[config.mk]
export PLATFORM = sky130hd
export DESIGN_NAME = ems_frame_register_decoder_core
export DESIGN_NICKNAME = d
export VERILOG_FILES = /design/src/rtl/emsfd_pkg.sv /design/src/rtl/emsfd_ram.sv /design/src/rtl/emsfd_datapath.sv /design/src/rtl/emsfd_ctrl.sv /design/src/rtl/ems_frame_register_decoder_core.sv
export SDC_FILE = /design/constraint.sdc
export NUM_CORES = 2
export LEC_CHECK = 0
export ABC_AREA = 1
export BUFFER_PORTS_ARGS = -buffer_cell sky130_fd_sc_hd__buf_2
export CORE_MARGIN = 4
export CORE_UTILIZATION = 67
export DETAILED_ROUTE_END_ITERATION = 8
export PLACE_DENSITY_LB_ADDON = 0.05
export SLEW_MARGIN = 20
export SYNTH_ARGS = -nofsm -noshare
export SYNTH_HDL_FRONTEND = slang
export SYNTH_SLANG_ARGS = --single-unit
[constraint.sdc]
create_clock -name clk -period 7.1 [get_ports clk]
set_clock_uncertainty 0.05 [all_clocks]
set_input_delay 1.42 -clock clk [delete_from_list [all_inputs] [get_ports clk]]
set_output_delay 1.42 -clock clk [all_outputs]
set_load 0.005 [all_outputs]
[src/rtl/emsfd_pkg.sv]
// ----------------------------------------------------------------------------
// emsfd_pkg: shared types and constants of the EMS frame decoder
// Sizes, field layouts, status codes and controller states.
// ----------------------------------------------------------------------------
`default_nettype none
package emsfd_pkg;
  localparam int MaxFrame   = 32;
  localparam int NumEntries = 16;
  localparam int FrameAw    = $clog2(MaxFrame);
  localparam int LenW       = $clog2(MaxFrame + 1);
  localparam int EntAw      = $clog2(NumEntries);
  localparam int CntW       = $clog2(NumEntries + 1);
  localparam int BurnerIdx  = 2;
  localparam int HotwaterIdx = 4;

  localparam logic [1:0] StShort = 2'd0;
  localparam logic [1:0] StPoll  = 2'd1;
  localparam logic [1:0] StCrc   = 2'd2;
  localparam logic [1:0] StOk    = 2'd3;

  localparam logic OpByte  = 1'b0;
  localparam logic OpTable = 1'b1;

  localparam logic RegWatch = 1'b0;
  localparam logic RegCount = 1'b1;

  typedef enum logic [3:0] {
    S_IDLE, S_CRC, S_CRC_CHK, S_WALK_RD, S_WALK_B0, S_WALK_HI, S_WALK_LO,
    S_WALK_UPD, S_ACCT, S_EMIT_RD, S_EMIT, S_EMIT_WAIT
  } state_t;

  typedef struct packed {
    logic       clr_crc;    // start CRC at zero, address 0
    logic       crc_step;   // fold the byte read last cycle
    logic       rd_en;      // frame buffer read address select
    logic [1:0] rd_sel;     // 0 counter, 1 hi pos, 2 lo pos, 3 byte len-2
    logic       hdr_load;   // capture header byte
    logic [1:0] hdr_sel;    // 0 byte0, 1 byte2, 2 byte3
    logic       hi_load;
    logic       lo_load;
    logic       ent_load;   // capture decode entry
    logic       upd;        // compare/update value store
    logic       acct;
    logic       emit_load;  // load output register
    logic       clr_walk;
  } cmd_t;

  typedef struct packed {
    logic       crc_ok;
    logic       ent_stop;
    logic       ent_match;
    logic       pos_ok;
    logic       lo_in;      // hi position + 1 lies inside frame
    logic       changed;
  } sts_t;
endpackage
`default_nettype wire

[src/rtl/emsfd_ram.sv]
// ----------------------------------------------------------------------------
// emsfd_ram: generic single-port-write RAM
// One write port, one read port, registered read data.
// ----------------------------------------------------------------------------
`default_nettype none
module emsfd_ram #(
  parameter int Width = 8,
  parameter int Depth = 32
) (
  input  wire logic                     clk,
  input  wire logic                     we,
  input  wire logic [$clog2(Depth)-1:0] waddr,
  input  wire logic [Width-1:0]         wdata,
  input  wire logic [$clog2(Depth)-1:0] raddr,
  output logic      [Width-1:0]         rdata
);
  logic [Width-1:0] mem [Depth];

  always_ff @(posedge clk) begin
    if (we) begin
      mem[waddr] <= wdata;
    end
    rdata <= mem[raddr];
  end
endmodule
`default_nettype wire

[src/rtl/emsfd_datapath.sv]
// ----------------------------------------------------------------------------
// emsfd_datapath: frame buffer, decode table, value store and accounting
// Executes controller commands; reports compare results as status.
// ----------------------------------------------------------------------------
`default_nettype none
module emsfd_datapath import emsfd_pkg::*; (
  input  wire logic              clk,
  input  wire logic              rst,
  input  wire cmd_t              cmd,
  output sts_t                   sts,
  // byte capture
  input  wire logic              byte_we,
  input  wire logic [FrameAw-1:0] byte_waddr,
  input  wire logic [7:0]        byte_wdata,
  input  wire logic [LenW-1:0]   len,
  input  wire logic [FrameAw-1:0] cnt_addr,
  // table write
  input  wire logic              tab_we,
  input  wire logic [EntAw-1:0]  tab_waddr,
  input  wire logic [30:0]       tab_wdata,
  input  wire logic [EntAw-1:0]  ent_idx,
  input  wire logic [31:0]       now_ms,
  input  wire logic [15:0]       watch_mask,
  // emit
  input  wire logic [EntAw-1:0]  emit_idx,
  input  wire logic              poll_we,
  output logic [7:0]             poll_latch,
  output logic [15:0]            emit_data,
  output logic [31:0]            burner_total,
  output logic [31:0]            hotwater_total
);
  logic [7:0] crc, byte_rd, b0, b2, b3, hi, lo;
  logic [30:0] ent;
  logic [30:0] tab_rd;
  logic [FrameAw-1:0] raddr;
  logic [8:0] pos;
  logic [15:0] vstore [NumEntries];
  logic [NumEntries-1:0] vvalid;
  logic [15:0] newv, oldv;
  logic [7:0] crc_sh;
  logic burner_w, hot_w;
  logic [31:0] burner_start, hotwater_start;
  logic [LenW-1:0] len_m2;

  assign len_m2 = len - LenW'(2);
  assign pos = {1'b0, ent[23:16]} - {1'b0, b3} + 9'd4;

  always_comb begin
    unique case (cmd.rd_sel)
      2'd0: raddr = cnt_addr;
      2'd1: raddr = pos[FrameAw-1:0];
      2'd2: raddr = FrameAw'(pos + 9'd1);
      default: raddr = len_m2[FrameAw-1:0];
    endcase
  end

  emsfd_ram #(.Width(8), .Depth(MaxFrame)) u_frame (
    .clk, .we(byte_we), .waddr(byte_waddr), .wdata(byte_wdata),
    .raddr(raddr), .rdata(byte_rd));

  emsfd_ram #(.Width(31), .Depth(NumEntries)) u_table (
    .clk, .we(tab_we), .waddr(tab_waddr), .wdata(tab_wdata),
    .raddr(ent_idx), .rdata(tab_rd));

  // xor 0x0C into the low bits, then rotate the top bit into bit 0
  assign crc_sh = crc[7] ? {crc[6:0] ^ 7'h0C, 1'b1} : {crc[6:0], 1'b0};

  always_ff @(posedge clk) begin
    if (cmd.clr_crc) begin
      crc <= '0;
    end else if (cmd.crc_step) begin
      crc <= crc_sh ^ byte_rd;
    end
    if (cmd.hdr_load) begin
      unique case (cmd.hdr_sel)
        2'd0: b0 <= byte_rd;
        2'd1: b2 <= byte_rd;
        default: b3 <= byte_rd;
      endcase
    end
    if (cmd.ent_load) ent <= tab_rd;
    if (cmd.hi_load) hi <= byte_rd;
    if (cmd.lo_load) lo <= sts.lo_in ? byte_rd : 8'd0;
  end

  assign sts.crc_ok    = (crc == byte_rd);
  assign sts.ent_stop  = (ent[7:0] > b0) || (ent[15:8] > b2);
  assign sts.ent_match = (ent[7:0] == {4'd0, b0[3:0]}) && (ent[15:8] == b2) &&
                         (ent[23:16] >= b3);
  assign sts.pos_ok    = pos < {3'd0, len};
  assign sts.lo_in     = (pos + 9'd1) < {3'd0, len};

  always_comb begin
    unique case (ent[27:24])
      4'd0: newv = {15'd0, hi[ent[30:28]]};
      4'd1, 4'd2, 4'd4, 4'd6: newv = {8'd0, hi};
      4'd3, 4'd5: newv = {hi, lo};
      default: newv = '0;
    endcase
  end
  assign oldv = vvalid[ent_idx] ? vstore[ent_idx] : 16'd0;
  assign sts.changed = newv != oldv;
  assign emit_data = vvalid[emit_idx] ? vstore[emit_idx] : 16'd0;

  always_ff @(posedge clk) begin
    if (cmd.upd && sts.changed) vstore[ent_idx] <= newv;
  end

  always_ff @(posedge clk) begin
    if (rst) begin
      vvalid <= '0; poll_latch <= '0;
      burner_start <= '0; burner_total <= '0;
      hotwater_start <= '0; hotwater_total <= '0;
      burner_w <= 1'b0; hot_w <= 1'b0;
    end else begin
      if (poll_we) poll_latch <= byte_rd;
      if (cmd.clr_walk) begin
        burner_w <= 1'b0; hot_w <= 1'b0;
      end
      if (cmd.upd && sts.changed) begin
        vvalid[ent_idx] <= 1'b1;
        if (ent_idx == EntAw'(BurnerIdx) && watch_mask[BurnerIdx]) burner_w <= 1'b1;
        if (ent_idx == EntAw'(HotwaterIdx) && watch_mask[HotwaterIdx]) hot_w <= 1'b1;
      end
      if (cmd.acct) begin
        if (burner_w) begin
          if (vstore[BurnerIdx] != 16'd0) burner_start <= now_ms;
          else burner_total <= burner_total + (now_ms - burner_start);
        end
        if (hot_w) begin
          if (vstore[HotwaterIdx] != 16'd0) hotwater_start <= now_ms;
          else hotwater_total <= hotwater_total + (now_ms - hotwater_start);
        end
      end
    end
  end
endmodule
`default_nettype wire

[src/rtl/emsfd_ctrl.sv]
// ----------------------------------------------------------------------------
// emsfd_ctrl: frame controller
// Byte capture, CRC sweep, table walk and result sequencing.
// ----------------------------------------------------------------------------
`default_nettype none
module emsfd_ctrl import emsfd_pkg::*; (
  input  wire logic               clk,
  input  wire logic               rst,
  input  wire logic               in_valid,
  output logic                    in_ready,
  input  wire logic               op,
  input  wire logic [7:0]         in_byte,
  input  wire logic               in_end,
  input  wire logic [4:0]         entry_count,
  input  wire logic               out_ready,
  output logic                    out_valid,
  output logic [1:0]              out_status,
  output logic [EntAw-1:0]        out_idx,
  output logic                    out_vvalid,
  output logic                    out_last,
  output cmd_t                    cmd,
  input  wire sts_t               sts,
  output logic                    byte_we,
  output logic [FrameAw-1:0]      byte_waddr,
  output logic [LenW-1:0]         len,
  output logic [FrameAw-1:0]      cnt_addr,
  output logic [EntAw-1:0]        ent_idx,
  output logic [EntAw-1:0]        emit_idx,
  output logic                    poll_we,
  output logic                    latch_now
);
  state_t state, state_next;
  logic [LenW-1:0] fill, fill_next, len_next;
  logic in_frame, in_frame_next;
  logic [LenW-1:0] cnt, cnt_next;
  logic [CntW-1:0] walk, walk_next, nwalk;
  logic [NumEntries-1:0] chg, chg_next;
  logic [CntW-1:0] nleft, nleft_next;
  logic accept, closing;
  logic [EntAw-1:0] first_chg;
  logic any_chg;
  logic [1:0] pend_status, pend_status_r;
  logic [EntAw-1:0] emit_sel_idx;
  logic emit_vv, emit_last;
  logic [1:0] st_next;

  assign accept  = in_valid && in_ready;
  assign nwalk   = (entry_count > 5'(NumEntries)) ? CntW'(NumEntries) : CntW'(entry_count);
  assign byte_waddr = fill[FrameAw-1:0];
  assign ent_idx = walk[EntAw-1:0];
  assign cnt_addr = cnt[FrameAw-1:0];
  assign emit_idx = first_chg;

  always_comb begin
    first_chg = '0;
    any_chg = 1'b0;
    for (int i = NumEntries - 1; i >= 0; i--) begin
      if (chg[i]) begin
        first_chg = EntAw'(i);
        any_chg = 1'b1;
      end
    end
  end

  always_ff @(posedge clk) begin
    if (rst) begin
      state <= S_IDLE; fill <= '0; in_frame <= 1'b0; len <= '0; cnt <= '0;
      walk <= '0; chg <= '0; nleft <= '0;
      out_valid <= 1'b0; out_status <= '0; out_idx <= '0; out_vvalid <= 1'b0;
      out_last <= 1'b0;
    end else begin
      state <= state_next; fill <= fill_next; in_frame <= in_frame_next;
      len <= len_next; cnt <= cnt_next; walk <= walk_next; chg <= chg_next;
      nleft <= nleft_next;
      if (cmd.emit_load) begin
        out_valid <= 1'b1;
        out_status <= pend_status;
        out_idx <= emit_sel_idx;
        out_vvalid <= emit_vv;
        out_last <= emit_last;
      end else if (out_ready) begin
        out_valid <= 1'b0;
      end
    end
  end

  always_ff @(posedge clk) begin
    if (rst) pend_status_r <= '0;
    else pend_status_r <= st_next;
  end
  assign pend_status = pend_status_r;

  always_comb begin
    state_next = state; fill_next = fill; in_frame_next = in_frame;
    len_next = len; cnt_next = cnt; walk_next = walk; chg_next = chg;
    nleft_next = nleft;
    st_next = pend_status_r;
    cmd = '0; in_ready = 1'b0; byte_we = 1'b0; poll_we = 1'b0;
    latch_now = 1'b0;
    emit_sel_idx = first_chg; emit_vv = any_chg;
    emit_last = !any_chg || nleft == CntW'(1) ||
                ($countones(chg) == 1);
    closing = 1'b0;
    unique case (state)
      S_IDLE: begin
        in_ready = !out_valid;
        cnt_next = '0;
        cmd.rd_sel = 2'd0;
        if (accept && op == OpByte && (in_frame || in_byte != 8'd0)) begin
          latch_now = 1'b1;
          if (fill < LenW'(MaxFrame)) begin
            byte_we = 1'b1;
            fill_next = fill + LenW'(1);
          end
          in_frame_next = 1'b1;
          closing = in_end || (fill_next >= LenW'(MaxFrame));
          if (closing) begin
            len_next = fill_next; fill_next = '0; in_frame_next = 1'b0;
            cmd.clr_crc = 1'b1;
            cnt_next = LenW'(1);
            state_next = S_CRC;
          end
        end
      end
      S_CRC: begin
        // byte read at address cnt-1 is on the read bus now
        if (len == LenW'(2)) begin
          poll_we = 1'b1; st_next = StPoll; chg_next = '0;
          state_next = S_EMIT_RD;
        end else if (len <= LenW'(4)) begin
          st_next = StShort; chg_next = '0; state_next = S_EMIT_RD;
        end else begin
          cmd.crc_step = 1'b1;
          if (cnt == LenW'(1)) begin cmd.hdr_load = 1'b1; cmd.hdr_sel = 2'd0; end
          if (cnt == LenW'(3)) begin cmd.hdr_load = 1'b1; cmd.hdr_sel = 2'd1; end
          if (cnt == LenW'(4)) begin cmd.hdr_load = 1'b1; cmd.hdr_sel = 2'd2; end
          if (cnt == len - LenW'(2)) begin
            cmd.rd_sel = 2'd3; state_next = S_CRC_CHK;
          end else begin
            cmd.rd_sel = 2'd0; cnt_next = cnt + LenW'(1);
          end
        end
      end
      S_CRC_CHK: begin
        chg_next = '0;
        walk_next = '0;
        cmd.clr_walk = 1'b1;
        // 5-byte frame: the sweep stops before byte 3, which is byte len-2 here
        if (len == LenW'(5)) begin cmd.hdr_load = 1'b1; cmd.hdr_sel = 2'd2; end
        if (!sts.crc_ok) begin
          st_next = StCrc; state_next = S_EMIT_RD;
        end else begin
          st_next = StOk;
          state_next = (nwalk == '0) ? S_ACCT : S_WALK_RD;
        end
      end
      S_WALK_RD: begin
        cmd.ent_load = 1'b0;
        state_next = S_WALK_B0;
      end
      S_WALK_B0: begin
        cmd.ent_load = 1'b1;
        state_next = S_WALK_HI;
      end
      S_WALK_HI: begin
        cmd.rd_sel = 2'd1;
        if (sts.ent_stop) state_next = S_ACCT;
        else if (!sts.ent_match || !sts.pos_ok) begin
          walk_next = walk + CntW'(1);
          state_next = (walk + CntW'(1) >= nwalk) ? S_ACCT : S_WALK_RD;
        end else state_next = S_WALK_LO;
      end
      S_WALK_LO: begin
        cmd.hi_load = 1'b1; cmd.rd_sel = 2'd2;
        state_next = S_WALK_UPD;
      end
      S_WALK_UPD: begin
        cmd.lo_load = 1'b1;
        state_next = S_EMIT_WAIT;
      end
      S_EMIT_WAIT: begin
        cmd.upd = 1'b1;
        if (sts.changed) chg_next[ent_idx] = 1'b1;
        walk_next = walk + CntW'(1);
        state_next = (walk + CntW'(1) >= nwalk) ? S_ACCT : S_WALK_RD;
      end
      S_ACCT: begin
        cmd.acct = 1'b1;
        nleft_next = CntW'(NumEntries);
        state_next = S_EMIT_RD;
      end
      S_EMIT_RD: begin
        if (!out_valid || out_ready) state_next = S_EMIT;
      end
      S_EMIT: begin
        if (!out_valid || out_ready) begin
          cmd.emit_load = 1'b1;
          if (any_chg) chg_next[first_chg] = 1'b0;
          nleft_next = nleft - CntW'(1);
          state_next = emit_last ? S_IDLE : S_EMIT;
          if (st_next != StOk) emit_last = 1'b1;
        end
      end
      default: state_next = S_IDLE;
    endcase
    if (st_next != StOk) begin emit_vv = 1'b0; emit_sel_idx = '0; end
    if (!(st_next == StOk) ) emit_last = 1'b1;
  end
endmodule
`default_nettype wire

[src/rtl/ems_frame_register_decoder_core.sv]
// ----------------------------------------------------------------------------
// ems_frame_register_decoder_core: EMS bus frame decoder, top level
// Frame buffering, CRC check, decode table walk and on-time accounting.
// ----------------------------------------------------------------------------
// Channel      Dir  Contents
// s_axis       in   bus bytes and decode table writes
// m_axis       out  frame status and changed values
// apb          in   watch_mask (0x0), entry_count (0x4)
//
// A closing byte starts a CRC sweep (skipped for frames of up to 4 bytes),
// then, if the CRC is good, a table walk over the decode entries, then the
// results go out while m_tready is high. Input is stalled while a frame
// is processed or a result waits.
// Reset is synchronous; stored values read as zero until first changed.
// ----------------------------------------------------------------------------
`default_nettype none
module ems_frame_register_decoder_core import emsfd_pkg::*; (
  input  wire logic        clk,
  input  wire logic        rst,
  input  wire logic        s_tvalid,
  output logic             s_tready,
  // tdata: operation, bus_byte, frame_end, now_ms, entry_index, entry_sender,
  //        entry_message, entry_offset, entry_type (pad to 80 bits)
  input  wire logic [79:0] s_tdata,
  output logic             m_tvalid,
  input  wire logic        m_tready,
  // tdata: frame_status, poll_address, value_index, value_data, value_valid,
  //        burner_on_ms, hotwater_on_ms (pad to 96 bits)
  output logic [95:0]      m_tdata,
  output logic             m_tlast,
  input  wire logic        psel,
  input  wire logic        penable,
  input  wire logic        pwrite,
  input  wire logic [2:0]  paddr,
  input  wire logic [31:0] pwdata,
  output logic [31:0]      prdata,
  output logic             pready
);
  cmd_t cmd;
  sts_t sts;
  logic [15:0] watch_mask;
  logic [4:0] entry_count;
  logic byte_we, poll_we, latch_now;
  logic [FrameAw-1:0] byte_waddr, cnt_addr;
  logic [LenW-1:0] len;
  logic [EntAw-1:0] ent_idx, emit_idx, out_idx;
  logic [1:0] out_status;
  logic out_vvalid, tab_we;
  logic [7:0] poll_latch;
  logic [15:0] emit_data, out_data;
  logic [31:0] btot, htot, now_r;
  logic cfg_we;

  assign pready = 1'b1;
  assign cfg_we = psel && penable && pwrite;
  always_ff @(posedge clk) begin
    if (rst) begin
      watch_mask <= 16'd20; entry_count <= 5'd16;
    end else if (cfg_we && paddr[1:0] == 2'd0) begin
      if (paddr[2] == RegWatch) watch_mask <= pwdata[15:0];
      else entry_count <= pwdata[4:0];
    end
  end
  assign prdata = (paddr[2] == RegWatch) ? {16'd0, watch_mask} : {27'd0, entry_count};

  always_ff @(posedge clk) begin
    if (latch_now) now_r <= s_tdata[41:10];
    if (cmd.emit_load) out_data <= emit_data;
  end

  assign tab_we = s_tvalid && s_tready && s_tdata[0] == OpTable;

  emsfd_ctrl u_ctrl (
    .clk, .rst, .in_valid(s_tvalid), .in_ready(s_tready), .op(s_tdata[0]),
    .in_byte(s_tdata[8:1]), .in_end(s_tdata[9]), .entry_count,
    .out_ready(m_tready), .out_valid(m_tvalid), .out_status, .out_idx,
    .out_vvalid, .out_last(m_tlast), .cmd, .sts, .byte_we, .byte_waddr, .len,
    .cnt_addr, .ent_idx, .emit_idx, .poll_we, .latch_now);

  emsfd_datapath u_dp (
    .clk, .rst, .cmd, .sts, .byte_we, .byte_waddr, .byte_wdata(s_tdata[8:1]),
    .len, .cnt_addr, .tab_we, .tab_waddr(s_tdata[45:42]),
    .tab_wdata(s_tdata[76:46]), .ent_idx, .now_ms(now_r), .watch_mask,
    .emit_idx, .poll_we, .poll_latch, .emit_data, .burner_total(btot),
    .hotwater_total(htot));

  assign m_tdata = {1'b0, htot, btot, out_vvalid,
                    out_vvalid ? out_data : 16'd0, out_idx, poll_latch, out_status};
endmodule
`default_nettype wire

* Yosys cells after proc, flatten, opt, wreduce, memory -nomap -nowiden
Memories as Yosys holds them, arrays and structs flattened. A register that Yosys moved wholly into a read port is not among the register bits.
Index checks and enable logic that the tools add are counted.
Widths: inputs -> output; s select.
** Storage, ports and cells
- Memory bits (writable) :: 1008
- Word-level logic and storage cells :: 339
- Input port bits :: 122
- Register bits after elaboration :: 346
- Output and inout port bits :: 132
- Memories :: 3
- Memory bits (read-only) :: 0
- Latch bits :: 0
** Operators by class
- $mul :: 0
- Add/subtract/negate cells :: 27
- Shifts and indexed selects :: 0
- $lt $le $gt $ge :: 15
- Multiplexer cells :: 142
- Divide/modulo/power cells :: 0
- Bitwise gates (word level) :: 11
- Reduce and logical (&&, ||, !) cells :: 59
- Equal/unequal tests :: 50
** Memory list
- u_dp.u_table.mem :: words 16, width 31, rd ports 1, clocked after Yosys merged registers in 1, write ports 1, RTL line emsfd_ram.sv:17 : logic [Width-1:0] mem [Depth];
- u_dp.u_frame.mem :: words 32, width 8, rd ports 1, clocked after Yosys merged registers in 1, write ports 1, RTL line emsfd_ram.sv:17
- u_dp.vstore :: words 16, width 16, rd ports 4, clocked after Yosys merged registers in 2, write ports 1, RTL line emsfd_datapath.sv:37 : logic [15:0] vstore [NumEntries];
** Operator list (number)
- $add 32x32->32 :: 9
- $mux 16 :: 8
- $mux 4 :: 32
- $mux 1 :: 66
- $pmux 16 s4 :: 1
- $sub 32x32->32 :: 2
- $pmux 16 s3 :: 1
- $pmux 4 s12 :: 1
- $mux 6 :: 7
- $mux 5 :: 7
- $eq 32x2->1 const B :: 1
- $eq 4x3->1 const B :: 8
- $or 16x16->16 :: 2
- $reduce_bool 16->1 :: 2
- $pmux 5 s3 :: 2
- $eq 4x2->1 const B :: 5
- $lt 9x6->1 :: 2
- $reduce_and 3->1 :: 6
- $add 1x1->2 :: 8
- $and 16x16->16 :: 1
- $eq 4x4->1 const B :: 4
- $eq 8x8->1 :: 2
- $gt 8x8->1 :: 2
- $ne 16x16->1 :: 1
- 58 further kinds :: 124

* Depth between registers and ports, before layout
- Depth after elaboration :: 25
- Depth in mapped cells :: 24
- Depth with buffers taken out :: 23

* Modules after synthesis
From an unflattened synthesis, not the netlist that was laid out.
** Unflattened totals
- Cells, all modules :: 7464
- Area, all modules :: 69032.5 um^2
** By module, submodules not included
- emsfd_datapath :: cells an instance 3562, instances 1, area an instance 28944.0 um^2, seq. area each 13062.5 um^2
- emsfd_ram (u_dp.u_table) :: cells an instance 2054, instances 1, area an instance 22026.1 um^2, seq. area each 15514.9 um^2
- emsfd_ram (u_dp.u_frame) :: cells an instance 922, instances 1, area an instance 10786.6 um^2, seq. area each 7847.5 um^2
- emsfd_ctrl :: cells an instance 627, instances 1, area an instance 4352.9 um^2, seq. area each 1201.2 um^2
- ems_frame_register_decoder_core :: cells an instance 299, instances 1, area an instance 2922.8 um^2, seq. area each 1861.8 um^2

* Worst setup path before layout
Ideal clock, no wire load.
- Path kind :: reg-to-reg
- Start :: reg u_ctrl.chg[2]
- End :: reg u_ctrl.state[1]
- Setup time :: 128 ps
- Data required time :: 6922 ps
- Setup slack :: 2798 ps
- Arrival time :: 4124 ps
- Buffers on the path :: 0
- Cell stages (with the launch flop) :: 20
- Period minus slack after synthesis :: 4302 ps
- Cell sequence :: dfxtp_1 > ha_1 > inv_1 > fa_1 > inv_1 > fa_1 > inv_1 > fa_1 > fa_1 > inv_1 > ha_1 > fa_1 > xor2_1 > nor4_1 > nand3_1 > nand3_1 > o21ai_0 > nand3b_1 > a21oi_1 > nor2_1
** On the way
- Longest elaborated chain between the ends :: 9
- Elaborated cells on any way between the ends :: 14
- Those cells by class :: add/sub (4); eq/ne (1); mux (6); reduce/logical (3)
** RTL lines
- start, declared :: RTL line emsfd_ctrl.sv:37 : logic [NumEntries-1:0] chg, chg_next;
- start signal, assigned :: RTL line emsfd_ctrl.sv:73 : len <= len_next; cnt <= cnt_next; walk <= walk_next; chg <= chg_next;
- $add 1x1->2 (not written as such) or $mux 1 (tied branches) :: RTL line emsfd_ctrl.sv:102, emsfd_ctrl.sv:58
- $add 32x32->32 (not written as such) or $mux 1 (tied branches) (2 in series) :: RTL line emsfd_ctrl.sv:102, emsfd_ctrl.sv:58
- $add 32x32->32 (not written as such) or $logic_not 1->1 (tied branches) :: RTL line emsfd_ctrl.sv:102, emsfd_ctrl.sv:101
- $eq 32x2->1 or $logic_or 1x1->1 (tied branches) :: RTL line emsfd_ctrl.sv:102, emsfd_ctrl.sv:101
- $logic_or 1x1->1 (*) :: RTL line emsfd_ctrl.sv:101 : emit_last = !any_chg || nleft == CntW'(1) ||
- $mux 4 (*) :: RTL line emsfd_ctrl.sv:200 : state_next = emit_last ? S_IDLE : S_EMIT;
- $mux 4 (*) :: RTL line emsfd_ctrl.sv:196 : if (!out_valid || out_ready) begin
- $pmux 4 s12 (*) :: RTL line emsfd_ctrl.sv:104 : unique case (state)
- end signal, assigned :: RTL line emsfd_ctrl.sv:72 : state <= state_next; fill <= fill_next; in_frame <= in_frame_next;
- end, declared :: RTL line emsfd_ctrl.sv:32 : state_t state, state_next;
Mark *: on every way between the ends. The rest lies on a longest branch, timed or not. The select of a mux whose other input is x is not followed.
A chain may end at the register's enable or synchronous reset.

==> results.json <==
{
  "outcome": "complete, no violations",
  "p_leak_nw": 29.27,
  "rsz0062_at_grt": "no",
  "finalNetCount": 7185,
  "tritoncts": "built",
  "min_period_over_period_pct": 77.62,
  "period_minus_slack_ps": 5511,
  "avgSynthCellArea_sq_um": 9.861,
  "drv_slew": 0,
  "place_congestion": 0.9189,
  "drive_above_1_share_pct": 8.796,
  "post-cts-setup-buffers": 0,
  "cp_common_cell": "nand2_1",
  "yosys_register_bits": 1413,
  "clkLatencyLatePin_ps": 770,
  "max_stage_delay_ps": 920,
  "power.density_nw_per_um2": 240.0,
  "cts_buffers": 145,
  "hp-class": "reg2reg",
  "synth_area_sq_um": 66530,
  "syn_inst": 6747,
  "core_area_sq_um": 98420,
  "ctsHtreeMaxLevel": 4,
  "antenna_found_initial": 11,
  "grt_pass1_vias": 48082,
  "synth_seq_area_share_pct": 59.47,
  "place_area_sq_um": 68590,
  "cp_data_required_time_ps": 7200,
  "yosysWarnings": 0,
  "portBuffers": 216,
  "clk_path_buf_depth": 3,
  "hold_buffers": 0,
  "rows": 115,
  "fp.dieH_um": 323.1,
  "setup_viol": 0,
  "area_delta_synth_final_pct": 10.40,
  "drtAntennaViolNets": 0,
  "stdcell_area_sq_um": 73450,
  "wire_per_inst_um": 21.80,
  "final.setup.tns_ps": 0,
  "vdd_ir_drop_max_v": 0.0002591,
  "cp.buffers_inverters": 3,
  "worst_pin_slew_ps": 1219,
  "cp-end-kind": "flop",
  "fmax_mhz": 181.4,
  "drt-total-wl_mm": 180.2,
  "root_buffer": "clkbuf_16",
  "hold_viol": 0,
  "die-area_sq_um": 104400,
  "grt_pass1_wl_mm": 272.0,
  "num_vias": 50740,
  "place_hpwl_mm": 106.4,
  "setup.worst_path.start_class": "flop",
  "cts.sinks": 1413,
  "drt_iter0_drc": 6873,
  "async_reset_ff_share_pct": 0,
  "critPathKind": "reg2reg",
  "max_cap_violations": 0,
  "first_pass_iters": 8,
  "synth_edf_count": 1127,
  "critPathMaxFanout": 77,
  "netlist-cell-type-count": 57,
  "ioPinCount": 254,
  "critical_path_arrival_ps": 5610,
  "critPathTopFamily": "buffers and inverters",
  "relSlewSlack_pct": 18.74,
  "grt_max_degree": 211,
  "crit_slowest_cell": "clkinv_1",
  "start_util_pct": 67.60,
  "synth_flop_cell": "edfxtp_1",
  "clk_pin_slew_ps": 60,
  "via_per_inst": 6.139,
  "track_usage_pct": 33.94,
  "cts-resized-gates": 0,
  "grt-ovfl-total": 0,
  "drc_errors": 0,
  "die_w_um": 323.1,
  "crit_chain": "inv_4 -> buf_4 -> nor2_1 -> o211ai_1 -> o21ai_0 -> o21ai_0 -> nand2_1 -> nand2_1 -> nand2_1 -> nor2_1 -> nand2_1 -> nor2_1 -> nand2_2 -> nand3_2 -> clkinv_1",
  "rrSetupSlack_ps": 1590
}
[through the flow]
| stage | power, mW | std cells | setup slack (ps) | util, % | hold slack (ps) |
|---|---|---|---|---|---|
| 2_1_floorplan | 9.828 | 6763 | 2798 | - | 335.5 |
| 3_3_place_gp | 10.14 | 7984 | 2185 | 69.69 | 335.5 |
| 3_5_place_dp | 10.16 | 7984 | 2164 | 69.69 | 338.7 |
| 4_1_cts | 17.65 | 8256 | 2165 | 74.59 | 349.8 |
| 5_1_grt | 18.14 | 8257 | 1486 | 74.61 | 355.0 |
| 6_report | 17.63 | 8265 | 1589 | 74.63 | 349.6 |
[cell usage after synthesis, types with 5 or more instances]
cell type | n | area [sq um]
edfxtp_1 | 1127 | 33840
nand2_1 | 1033 | 3877
inv_1 | 798 | 2995
nor2_1 | 692 | 2597
o21ai_0 | 648 | 3243
nand3_1 | 508 | 2542
a21oi_1 | 343 | 1717
dfxtp_1 | 286 | 5725
clkbuf_1 | 230 | 863.3
nand4_1 | 145 | 907.1
ha_1 | 143 | 1789
o22ai_1 | 142 | 888.4
nand3b_1 | 96 | 720.7
buf_2 | 82 | 410.4
fa_1 | 76 | 1521
o211ai_1 | 56 | 420.4
xnor2_1 | 47 | 411.6
xor2_1 | 45 | 394.1
nor3_1 | 36 | 180.2
buf_4 | 26 | 195.2
buf_1 | 25 | 93.84
a31oi_1 | 19 | 118.9
nor4_1 | 18 | 112.6
o221ai_1 | 12 | 105.1
o21a_1 | 10 | 75.07
a221oi_1 | 8 | 70.07
nand3_2 | 8 | 80.08
a211oi_1 | 7 | 52.55
clkinv_1 | 7 | 26.28
inv_2 | 7 | 26.28
o21ai_1 | 6 | 30.03
a21o_1 | 5 | 37.54
a31o_2 | 5 | 43.79
nand2_2 | 5 | 31.28
[per-layer routing]
metal / vias to the layer above / GRT usage, % / share of wire [%]
met5: - / 0 / 0.015
met4: 4 / 15.69 / 4.6
met3: 543 / 7.145 / 10
met2: 2760 / 54.15 / 46
met1: 24074 / 45.26 / 38
li1: 23359 / - / -
[where the power goes]
part           leakage [nW]  internal [mW]  total, mW  switching [mW]
sequential             12.5           8.97       9.05          0.0816
combinational          14.4          0.300      0.955           0.655
clock                  2.35           4.35       7.62            3.27
total                  29.3           13.6       17.6            4.00
[final timing paths]
path / startpoint / endpoint / cells past startpoint
setup / recovery: flop / u_dp.vstore[14][6] / 15
hold / removal: u_dp.u_table.rdata[1] / u_dp.ent[1] / 0
setup reg to reg: flop / u_dp.vstore[14][6] / 15
hold reg to reg: u_dp.u_table.rdata[1] / u_dp.ent[1] / 0
[cells by family (layout without fill, tap and decap cells)]
family / Yosys count / in the layout / synth area share [%]
AOI/OAI and AO/OA: 1284 / 1284 / 10.53
xor gates and xnor gates: 92 / 92 / 1.211
adders and majority gates: 219 / 219 / 4.976
buffers and inverters: 1177 / 1383 / 6.964
DFF: 1413 / 1413 / 59.47
other: 2 / 27 / 0.01129
and+or+nand+nor: 2560 / 2560 / 16.84
[area by class of cell]
cell class	count	area (sq um)
fillers	6838	24970
repair buffers	299	1719
multi-input cells	4173	22630
well taps	1287	1610
flip-flops and latches	1413	39580
clock inverters	74	724.4
clock buffers	198	4101
inverters	812	3059
diodes	9	22.52
[flip-flops by register name, indices dropped and copies added (netlist names), 16 cells and up, named ones only]
name / count
u_dp.hotwater_total: 32
u_dp.u_frame.mem: 256
now_r: 32
u_dp.hotwater_start: 32
u_dp.burner_start: 32
u_ctrl.chg: 16
u_dp.u_table.mem: 496
u_dp.vstore: 256
u_dp.u_table.rdata: 31
u_dp.burner_total: 32
out_data: 16
watch_mask: 16
u_dp.vvalid: 16
u_dp.ent: 31
[cells in the final DEF, fill, tap and decap left out, types with 143 or more instances in the layout]
cell,count
inv_1,791
nand3_1,508
o21ai_0,647
a21oi_1,342
ha_1,143
edfxtp_1,1127
nand2_1,1029
nand4_1,145
clkbuf_16,148
dfxtp_1,282
nor2_1,664
buf_2,215
(Power assumes the default switching activity.)
